--- src/rtl/fbgc_pkg.sv ---
package fbgc_pkg;

   // Pixel layout: four 8-bit channels per 32-bit pixel.
   localparam int CHANNELS    = 4;
   localparam int CH_W        = 8;
   localparam int PIX_W       = CHANNELS * CH_W;
   localparam int NUM_STAGES  = 4;
   localparam int DEF_STAGES  = NUM_STAGES;

   // Pedestal removed and restored in extended range.
   localparam logic [CH_W-1:0] PEDESTAL = 8'h40;
   localparam logic [CH_W-1:0] CH_MAX   = 8'hFF;

   // Square root of a 16-bit value runs eight digit steps, four per stage.
   localparam int SQ_W = 2 * CH_W;
   localparam logic [3:0] TOP_SHIFT_HI = 4'd14;
   localparam logic [3:0] TOP_SHIFT_LO = 4'd6;
   localparam int STEPS_PER_STAGE = 4;

   // Configuration register indexes.
   typedef enum logic [1:0] {
      CSR_LINEAR_MODE    = 2'd0,
      CSR_EXTENDED_RANGE = 2'd1,
      CSR_WRITE_BACK     = 2'd2,
      CSR_UNUSED         = 2'd3
   } csr_index_type;

   // Load enables for the four pipeline stages.
   typedef struct packed {
      logic s1_load;
      logic s2_load;
      logic s3_load;
      logic s4_load;
   } stage_en_type;

   // Partial square-root state: remainder and scaled root.
   typedef struct packed {
      logic [SQ_W-1:0] rem;
      logic [SQ_W-1:0] root;
   } sqrt_state_type;

   // Four digit steps of the bitwise integer square root.
   function automatic sqrt_state_type sqrt_steps(sqrt_state_type s_in, logic [3:0] top_shift);
      sqrt_state_type s;
      logic [SQ_W-1:0] bitv;
      logic [SQ_W:0]   trial;
      s = s_in;
      for (int i = 0; i < STEPS_PER_STAGE; i++) begin
         bitv  = SQ_W'(1) << (top_shift - 4'(2 * i));
         trial = {1'b0, s.root} + {1'b0, bitv};
         if ({1'b0, s.rem} >= trial) begin
            s.rem  = s.rem - trial[SQ_W-1:0];
            s.root = (s.root >> 1) + bitv;
         end else begin
            s.root = s.root >> 1;
         end
      end
      return s;
   endfunction

endpackage

--- src/rtl/fbgc_lane.sv ---
module fbgc_lane
   import fbgc_pkg::*;
(
   input  logic            clock,
   input  stage_en_type    en,
   input  logic            linear_mode,
   input  logic            extended_range,
   input  logic [CH_W-1:0] cur_x,
   input  logic [CH_W-1:0] prev_y,
   output logic [CH_W-1:0] blend,
   output logic [CH_W-1:0] store
);

   logic            ext_on;
   logic [CH_W-1:0] x_adj;

   logic [SQ_W-1:0] sx_ff, sx_in;
   logic [SQ_W-1:0] sy_ff, sy_in;
   logic [CH_W-1:0] avg1_ff, avg1_in;
   logic [CH_W-1:0] avg2_ff, avg3_ff;
   logic [CH_W-1:0] st1_ff, st2_ff, st3_ff;

   logic [SQ_W:0]   w_sum;
   sqrt_state_type  s2_ff, s2_in;
   sqrt_state_type  s3_ff, s3_in;

   logic [CH_W:0]   r_round;
   logic [CH_W+1:0] r_ped;
   logic [CH_W-1:0] blend_ff, blend_in;
   logic [CH_W-1:0] store_ff;

   assign ext_on = linear_mode && extended_range;

   // Stage 1: pedestal removal, squares and the plain rounding average.
   always_comb begin
      if (ext_on) begin
         x_adj = (cur_x > PEDESTAL) ? (cur_x - PEDESTAL) : '0;
      end else begin
         x_adj = cur_x;
      end
      sx_in   = SQ_W'(x_adj) * SQ_W'(x_adj);
      sy_in   = SQ_W'(prev_y) * SQ_W'(prev_y);
      avg1_in = CH_W'(({1'b0, cur_x} + {1'b0, prev_y} + (CH_W+1)'(1)) >> 1);
   end

   always_ff @(posedge clock) begin
      if (en.s1_load) begin
         sx_ff   <= sx_in;
         sy_ff   <= sy_in;
         avg1_ff <= avg1_in;
         st1_ff  <= x_adj;
      end
   end

   // Stage 2: mean of squares and the upper four root digits.
   always_comb begin
      w_sum = {1'b0, sx_ff} + {1'b0, sy_ff} + (SQ_W+1)'(1);
      s2_in = sqrt_steps('{rem: w_sum[SQ_W:1], root: '0}, TOP_SHIFT_HI);
   end

   always_ff @(posedge clock) begin
      if (en.s2_load) begin
         s2_ff   <= s2_in;
         avg2_ff <= avg1_ff;
         st2_ff  <= st1_ff;
      end
   end

   // Stage 3: the lower four root digits.
   assign s3_in = sqrt_steps(s2_ff, TOP_SHIFT_LO);

   always_ff @(posedge clock) begin
      if (en.s3_load) begin
         s3_ff   <= s3_in;
         avg3_ff <= avg2_ff;
         st3_ff  <= st2_ff;
      end
   end

   // Stage 4: round to nearest, restore the pedestal and pick the mode.
   // The remainder equals w - r*r, so rounding up is a compare with r.
   always_comb begin
      r_round = s3_ff.root[CH_W:0] + (CH_W+1)'(s3_ff.rem > s3_ff.root);
      r_ped   = {1'b0, r_round} + (CH_W+2)'(PEDESTAL);
      if (!linear_mode) begin
         blend_in = avg3_ff;
      end else if (extended_range) begin
         blend_in = (r_ped > (CH_W+2)'(CH_MAX)) ? CH_MAX : r_ped[CH_W-1:0];
      end else begin
         blend_in = r_round[CH_W-1:0];
      end
   end

   always_ff @(posedge clock) begin
      if (en.s4_load) begin
         blend_ff <= blend_in;
         store_ff <= st3_ff;
      end
   end

   assign blend = blend_ff;
   assign store = store_ff;

endmodule

--- src/rtl/frame_blend_gamma_correct.sv ---
// Blends a current-frame pixel with the stored previous-frame pixel, channel by channel,
// either as a rounding average or as a gamma-correct root-mean-square blend with an
// optional 0x40 pedestal, and also returns the value to write back to the blend store.
// An item is taken every clock when the output is not stalled; each item passes through
// the four-stage pipeline (squares, two stages of four square-root digits each, then
// rounding and pedestal restore). A stall on the result side holds the pipeline and
// fills empty stages first. Configuration writes are always taken and must be made only
// while no item is in flight.
module frame_blend_gamma_correct
   import fbgc_pkg::*;
(
   input  logic             clock,
   input  logic             reset,
   // Input item channel.
   input  logic             req_valid,
   output logic             req_stall,
   input  logic [PIX_W-1:0] req_current_pixel,
   input  logic [PIX_W-1:0] req_previous_pixel,
   input  logic             req_last_in,
   // Result item channel.
   output logic             rsp_valid,
   input  logic             rsp_stall,
   output logic [PIX_W-1:0] rsp_blended_pixel,
   output logic [PIX_W-1:0] rsp_store_pixel,
   output logic             rsp_store_enable,
   output logic             rsp_last_out,
   // Configuration write channel.
   input  logic             csr_valid,
   output logic             csr_ready,
   input  logic [1:0]       csr_index,
   input  logic             csr_data
);

   localparam int STAGES = NUM_STAGES;

   logic linear_mode_ff, extended_range_ff, write_back_ff;

   logic [STAGES-1:0] valid_ff;
   logic [STAGES-1:0] last_ff;
   logic [STAGES-1:0] wbe_ff;
   logic [STAGES-1:0] load;
   stage_en_type      en;

   // Configuration registers; writes are always accepted.
   assign csr_ready = 1'b1;

   always_ff @(posedge clock) begin
      if (reset) begin
         linear_mode_ff    <= 1'b0;
         extended_range_ff <= 1'b0;
         write_back_ff     <= 1'b1;
      end else if (csr_valid && csr_ready) begin
         unique case (csr_index_type'(csr_index))
            CSR_LINEAR_MODE:    linear_mode_ff    <= csr_data;
            CSR_EXTENDED_RANGE: extended_range_ff <= csr_data;
            CSR_WRITE_BACK:     write_back_ff     <= csr_data;
            CSR_UNUSED:         ;
         endcase
      end
   end

   // A stage loads when it is empty or its contents move on.
   always_comb begin
      load[STAGES-1] = !valid_ff[STAGES-1] || !rsp_stall;
      for (int k = STAGES - 2; k >= 0; k--) begin
         load[k] = !valid_ff[k] || load[k+1];
      end
   end

   assign req_stall = !load[0];

   assign en = '{s1_load: load[0], s2_load: load[1], s3_load: load[2], s4_load: load[3]};

   // Valid bits travel with the data.
   always_ff @(posedge clock) begin
      if (reset) begin
         valid_ff <= '0;
      end else begin
         for (int k = 0; k < STAGES; k++) begin
            if (load[k]) begin
               valid_ff[k] <= (k == 0) ? req_valid : valid_ff[(k == 0) ? 0 : k - 1];
            end
         end
      end
   end

   // Side-band bits of each item follow the same stages.
   always_ff @(posedge clock) begin
      for (int k = 0; k < STAGES; k++) begin
         if (load[k]) begin
            if (k == 0) begin
               last_ff[k] <= req_last_in;
               wbe_ff[k]  <= write_back_ff;
            end else begin
               last_ff[k] <= last_ff[(k == 0) ? 0 : k - 1];
               wbe_ff[k]  <= wbe_ff[(k == 0) ? 0 : k - 1];
            end
         end
      end
   end

   // One datapath lane per channel.
   for (genvar ch = 0; ch < CHANNELS; ch++) begin : g_lane
      fbgc_lane u_lane (
         .clock          (clock),
         .en             (en),
         .linear_mode    (linear_mode_ff),
         .extended_range (extended_range_ff),
         .cur_x          (req_current_pixel[ch*CH_W +: CH_W]),
         .prev_y         (req_previous_pixel[ch*CH_W +: CH_W]),
         .blend          (rsp_blended_pixel[ch*CH_W +: CH_W]),
         .store          (rsp_store_pixel[ch*CH_W +: CH_W])
      );
   end

   assign rsp_valid        = valid_ff[STAGES-1];
   assign rsp_last_out     = last_ff[STAGES-1];
   assign rsp_store_enable = wbe_ff[STAGES-1];

endmodule
--- config.mk ---
export PLATFORM = sky130hd
export DESIGN_NAME = frame_blend_gamma_correct
export DESIGN_NICKNAME = d
export VERILOG_FILES = /design/src/rtl/fbgc_pkg.sv /design/src/rtl/fbgc_lane.sv /design/src/rtl/frame_blend_gamma_correct.sv
export SDC_FILE = /design/constraint.sdc
export NUM_CORES = 2
export LEC_CHECK = 0
export ABC_AREA = 1
export BUFFER_PORTS_ARGS = -buffer_cell sky130_fd_sc_hd__buf_2
export CORE_MARGIN = 1
export CORE_UTILIZATION = 32
export DETAILED_ROUTE_END_ITERATION = 8
export SYNTH_ARGS = -nofsm -noshare
export SYNTH_HDL_FRONTEND = slang
export SYNTH_SLANG_ARGS = --single-unit
--- constraint.sdc ---
create_clock -name clock -period 16 [get_ports clock]
set_input_delay 3.2 -clock clock [delete_from_list [all_inputs] [get_ports clock]]
set_output_delay 3.2 -clock clock [all_outputs]
set_load 0.005 [all_outputs]
# == Word-level counts from Yosys, hierarchy flattened ==
# Index checks and enable logic that the tools add are counted.
# classes
multipliers,8
n_eq_ne,2
n_lt_le_gt_ge,44
muxes,84
n_reduce_logical,15
n_addsub,116
# op_table
cell,n
$mux 16,52
$ge 16x17->1,28
$sub 16x16->16,28
$mux 15,12
$mux 8,20
$mul 8x8->16,8
$add 16x1->17 const B,4
$add 16x11->17 const B,4
$add 16x16->17,4
$add 16x3->17 const B,4
$add 16x5->17 const B,4
$add 16x7->17 const B,4
$add 16x9->17 const B,4
$add 17x1->17 const B,4
$add 15x1->16 const B,4
$add 15x11->16 const B,4
$add 15x13->16 const B,4
$add 15x3->16 const B,4
$add 15x5->16 const B,4
$add 15x7->16 const B,4
$add 15x9->16 const B,4
$ge 16x15->1 const B,4
$gt 16x16->1,4
$sub 16x15->16 const B,4
other kinds (15),49
# totals
ff_bits,655
in_bits,73

# == Depth between registers and ports, before layout ==
# depth
depth_word,13
mapped_depth,47
ltp_nobuf,45

# == Hierarchy ==
# A second synthesis with hierarchy kept.
# hier_totals
hier_cells,5562
area_unflattened_um2,48682.9
# by_module_without_submodules
module,cells_each,area_each_um2,n_inst
fbgc_lane (g_lane[3].u_lane),1388,12129.1,1
fbgc_lane (g_lane[0].u_lane),1367,12085.3,1
fbgc_lane (g_lane[2].u_lane),1371,11969.0,1
fbgc_lane (g_lane[1].u_lane),1391,11964.0,1
frame_blend_gamma_correct,45,535.5,1

# == Worst setup path after synthesis ==
# Ideal clock, no wire load.
# synth_timing
path_type,in2reg
start,in rsp_stall
end,"reg g_lane[0].u_lane.avg1_ff[0], enable pin"
n_path_buf,0
required_ns,15.467
setup_time_ns,0.533
arrival_time_ns,14.965
stages,7
path_slack_ns,0.502
cell_sequence,nand2_1 nor2_1 inv_1 nor2_1 inv_1 nor2_1 inv_1
# synth_lines
element,line,text
"start, declared",frame_blend_gamma_correct.sv:22,"input logic rsp_stall,"
"end signal, assigned",fbgc_lane.sv:50,avg1_ff <= avg1_in;
"end, declared",fbgc_lane.sv:19,"logic [CH_W-1:0] avg1_ff, avg1_in;"

==> flow_summary_export.csv <==
group,metric,value,unit
status,run_status,"finished clean",
critical_path,worstSetupStartpoint,"rsp_stall",
layout,layout.cells.most_common,"sky130_fd_sc_hd__nand2_1",
logic_synthesis,post_synth_and_or_nand_nor_area_fraction,21.6,%
logic_synthesis,synth_mux_area_share,0.134,%
clock_network,clkTransAtPathRegs,60,ps
timing,total_negative_slack,0,ps
logic_synthesis,synthesis.area_per_instance,8.45,sq um
routing,drt-wirelength-per-cell,14.8,microns
place,place.gp.congestion,0.888,
layout,footprint_of_the_multi_input_gates,27700,sq um
timing,timing.clock.skew,34.5,ps
critical_path,worstSetupPathType,"input pin to output pin",
routing,via_per_inst,4.70,
routing,total_number_of_vias,37500,
clock_network,cts.root.buffer_cell,"sky130_fd_sc_hd__clkbuf_16",
logic_synthesis,synth_adder_area_share,22.1,%
critical_path,critical_path.startpoint_type,"input pin",
clock_network,tritoncts,"done",
logic_synthesis,syn_area,48700,sq um
logic_synthesis,dominant_combinational_cell_family_by_area_after_synthesis,"adder cells",
grt,track_usage,15.5,%
clock_network,postCtsSetupBuffers,0,
routing,postRouteAntennaNets,0,
logic_synthesis,postSynthRegisterBits,563,
timing,final-setup-viol-count,0,
grt,maximum_number_of_pins_on_one_net_before_global_route_repair,125,
logic_synthesis,synth_cells,5757,
die,fp-row-count,142,
die,dieArea,154000,sq um
clock_network,clock_latency,670,ps
die,core-area,150000,sq um
place,place_hpwl,93100,microns
grt,global_route.overflow_total,0,
layout,mostFrequentLayoutCells,"1260 x sky130_fd_sc_hd__nand2_1, 991 x sky130_fd_sc_hd__inv_1, 556 x sky130_fd_sc_hd__edfxtp_1, 535 x sky130_fd_sc_hd__ha_1, 517 x sky130_fd_sc_hd__nor2_1",
clock_network,htree_levels,3,
clock_network,cts_max_path_buffers,3,
timing,hold_viol,0,
job,max-cap-violations,0,
logic_synthesis,synth_top_cells_by_area,"sky130_fd_sc_hd__edfxtp_1 34%, sky130_fd_sc_hd__ha_1 14%, sky130_fd_sc_hd__nand2_1 9.7%",
logic_synthesis,synth_cell_types,64,
timing,clock.fmax,0.119,GHz
place,place.port_buffers,140,
logic_synthesis,yosys.area.top_type,"sky130_fd_sc_hd__edfxtp_1",
timing,final_max_slew_viol_count,0,
routing,drt_drc_violations_left,0,
grt,wire_length_of_the_first_global_routing_pass,190000,microns
die,initial_core_util,32.4,%
critical_path,crit_path_end_kind,"output pin",
timing,worst_slew_pin_slew,992,ps
hold_path,hold_path_class,"flop to flop",
die,io_pins,142,
critical_path,timing.critical_path.required,12800,ps
die,die_w,392,microns
layout,nFillCells,15400,
clock_network,cts_buffers,68,
logic_synthesis,synth_edf_count,556,
logic_synthesis,post_synthesis_compound_gate_area_fraction,6.97,%
grt,grt_antenna_before_repair,7,
logic_synthesis,synth_top_area_share,34.3,%
layout,areaGrowthSynthToFinish,10.8,%
routing,drt_iter0_markers,2260,
routing,detailedRoute.firstPassIterationCount,5,
grt,grt_pass1_vias,36600,
timing,grt_setup_unrepaired,"no",
layout,nNetsFinal,6719,
routing,route.final.wire_length,118000,microns
logic_synthesis,yosysWarningCount,0,
critical_path,critPathArrivalTime,5190,ps
layout,layout-drive-gt1-share,7.21,%
die,chipHeight,392,microns
clock_network,clock_sinks,563,
clock_network,resized_cells_post_cts,0,
logic_synthesis,synthFlopType,"sky130_fd_sc_hd__edfxtp_1",
critical_path,worst_r2r_startpoint,"g_lane[1].u_lane.s2_ff[8]",
hold_path,hp-start,"g_lane[3].u_lane.st1_ff[4]",
timing,timing.max_slew.rel_slack,33.9,%
logic_synthesis,post_synth_xor_area_fraction,5.99,%
layout,final-seq-area,16800,sq um
logic_synthesis,yosysSeqAreaShare,34.6,%
logic_synthesis,synthArstFlopShare,0,%
timing,final_min_period_over_clock_period,52.4,%
critical_path,critical_path_peak_fanout,92,
clock_network,hold_buffers,0,
timing,post-route-min-period,8390,ps
registers in the layout, indices dropped and copies added, names as in the netlist:
name and cells:
write_back_ff 1, g_lane.u_lane.st3_ff 32, g_lane.u_lane.s3_ff 96, g_lane.u_lane.st2_ff 32, g_lane.u_lane.sy_ff 60, g_lane.u_lane.avg3_ff 32, last_ff 4, g_lane.u_lane.st1_ff 32
g_lane.u_lane.s2_ff 80, g_lane.u_lane.store 32, linear_mode_ff 1, g_lane.u_lane.sx_ff 56, g_lane.u_lane.avg1_ff 32, valid_ff 4, g_lane.u_lane.avg2_ff 32, extended_range_ff 1
g_lane.u_lane.blend 32, wbe_ff 4
path summary, 6_finish.rpt:
check             cells after the start  slack [ps]                    endpoint
hold reg to reg                       0         410  g_lane[3].u_lane.st2_ff[4]
setup reg to reg                     36        7870  g_lane[1].u_lane.s3_ff[18]
hold / removal                        0         410  g_lane[3].u_lane.st2_ff[4]
setup / recovery                      8        7610                   req_stall
critical path, cell delays in order:
cell	delay, ps
sky130_fd_sc_hd__buf_2	100
sky130_fd_sc_hd__nand2_4	140
sky130_fd_sc_hd__nor2_1	260
sky130_fd_sc_hd__inv_6	310
sky130_fd_sc_hd__nor2_1	350
sky130_fd_sc_hd__inv_6	180
sky130_fd_sc_hd__nor2_1	430
sky130_fd_sc_hd__buf_2	200
area by class of cell:
type / instances / area share, %
multi-input cells: 4116 / 51.3
flip-flops and latches: 563 / 31.2
inverters: 1010 / 7.06
well taps: 2016 / 4.68
clock buffers: 79 / 3.25
repair buffers: 148 / 1.41
clock inverters: 46 / 1.03
diodes: 3 / 0.0139
cells by family after synthesis:
kind of cell | Yosys count
AND/OR/NAND/NOR | 2414
flip-flops | 563
buffers and inverters | 1079
AO/OA/AOI/OAI | 622
adder cells (fa/ha/maj) | 739
multiplexers | 6
other | 2
XOR/XNOR | 332
stage by stage:
step	util (%)	hold WS, ps	instances	worst slack (ps)	instance area, sq um
3_3_place_gp	34.3	401	7853	7150	51600
3_5_place_dp	34.3	405	7853	7140	51600
2_1_floorplan	-	400	5758	502	48700
5_1_grt	35.9	419	7979	7050	53900
4_1_cts	35.9	413	7978	7550	53900
6_report	35.9	411	7981	7610	53900
cells in the mapped netlist (all sizes together), types with 2 or more instances:
library cell  count
nand2          1330
inv            1004
edfxtp          556
nor2            553
ha              535
nand3           327
a21oi           314
xor2            246
o21ai           216
fa              204
xnor2            86
nand4            81
nor3             60
clkbuf           49
buf              20
nand3b           20
a21o             18
o21bai           18
nor4             15
o31ai            13
or2              13
a31oi            12
o21a              9
and2              8
o211ai            8
dfxtp             7
clkinv            6
a211oi            4
a21boi            4
mux2              4
conb              2
mux2i             2
nor2b             2
nor3b             2
o32ai             2
routing by layer:
layer	GRT usage, %	vias to the layer above	wire length [microns]
li1	-	19000	-
met1	21.2	17600	56100
met2	25.5	677	54000
met3	2.29	140	5320
met4	3.68	4	2350
met5	0	-	23
Power is not shown: default switching activity piles up to over one toggle a cycle in this logic, so the estimate is an artifact.
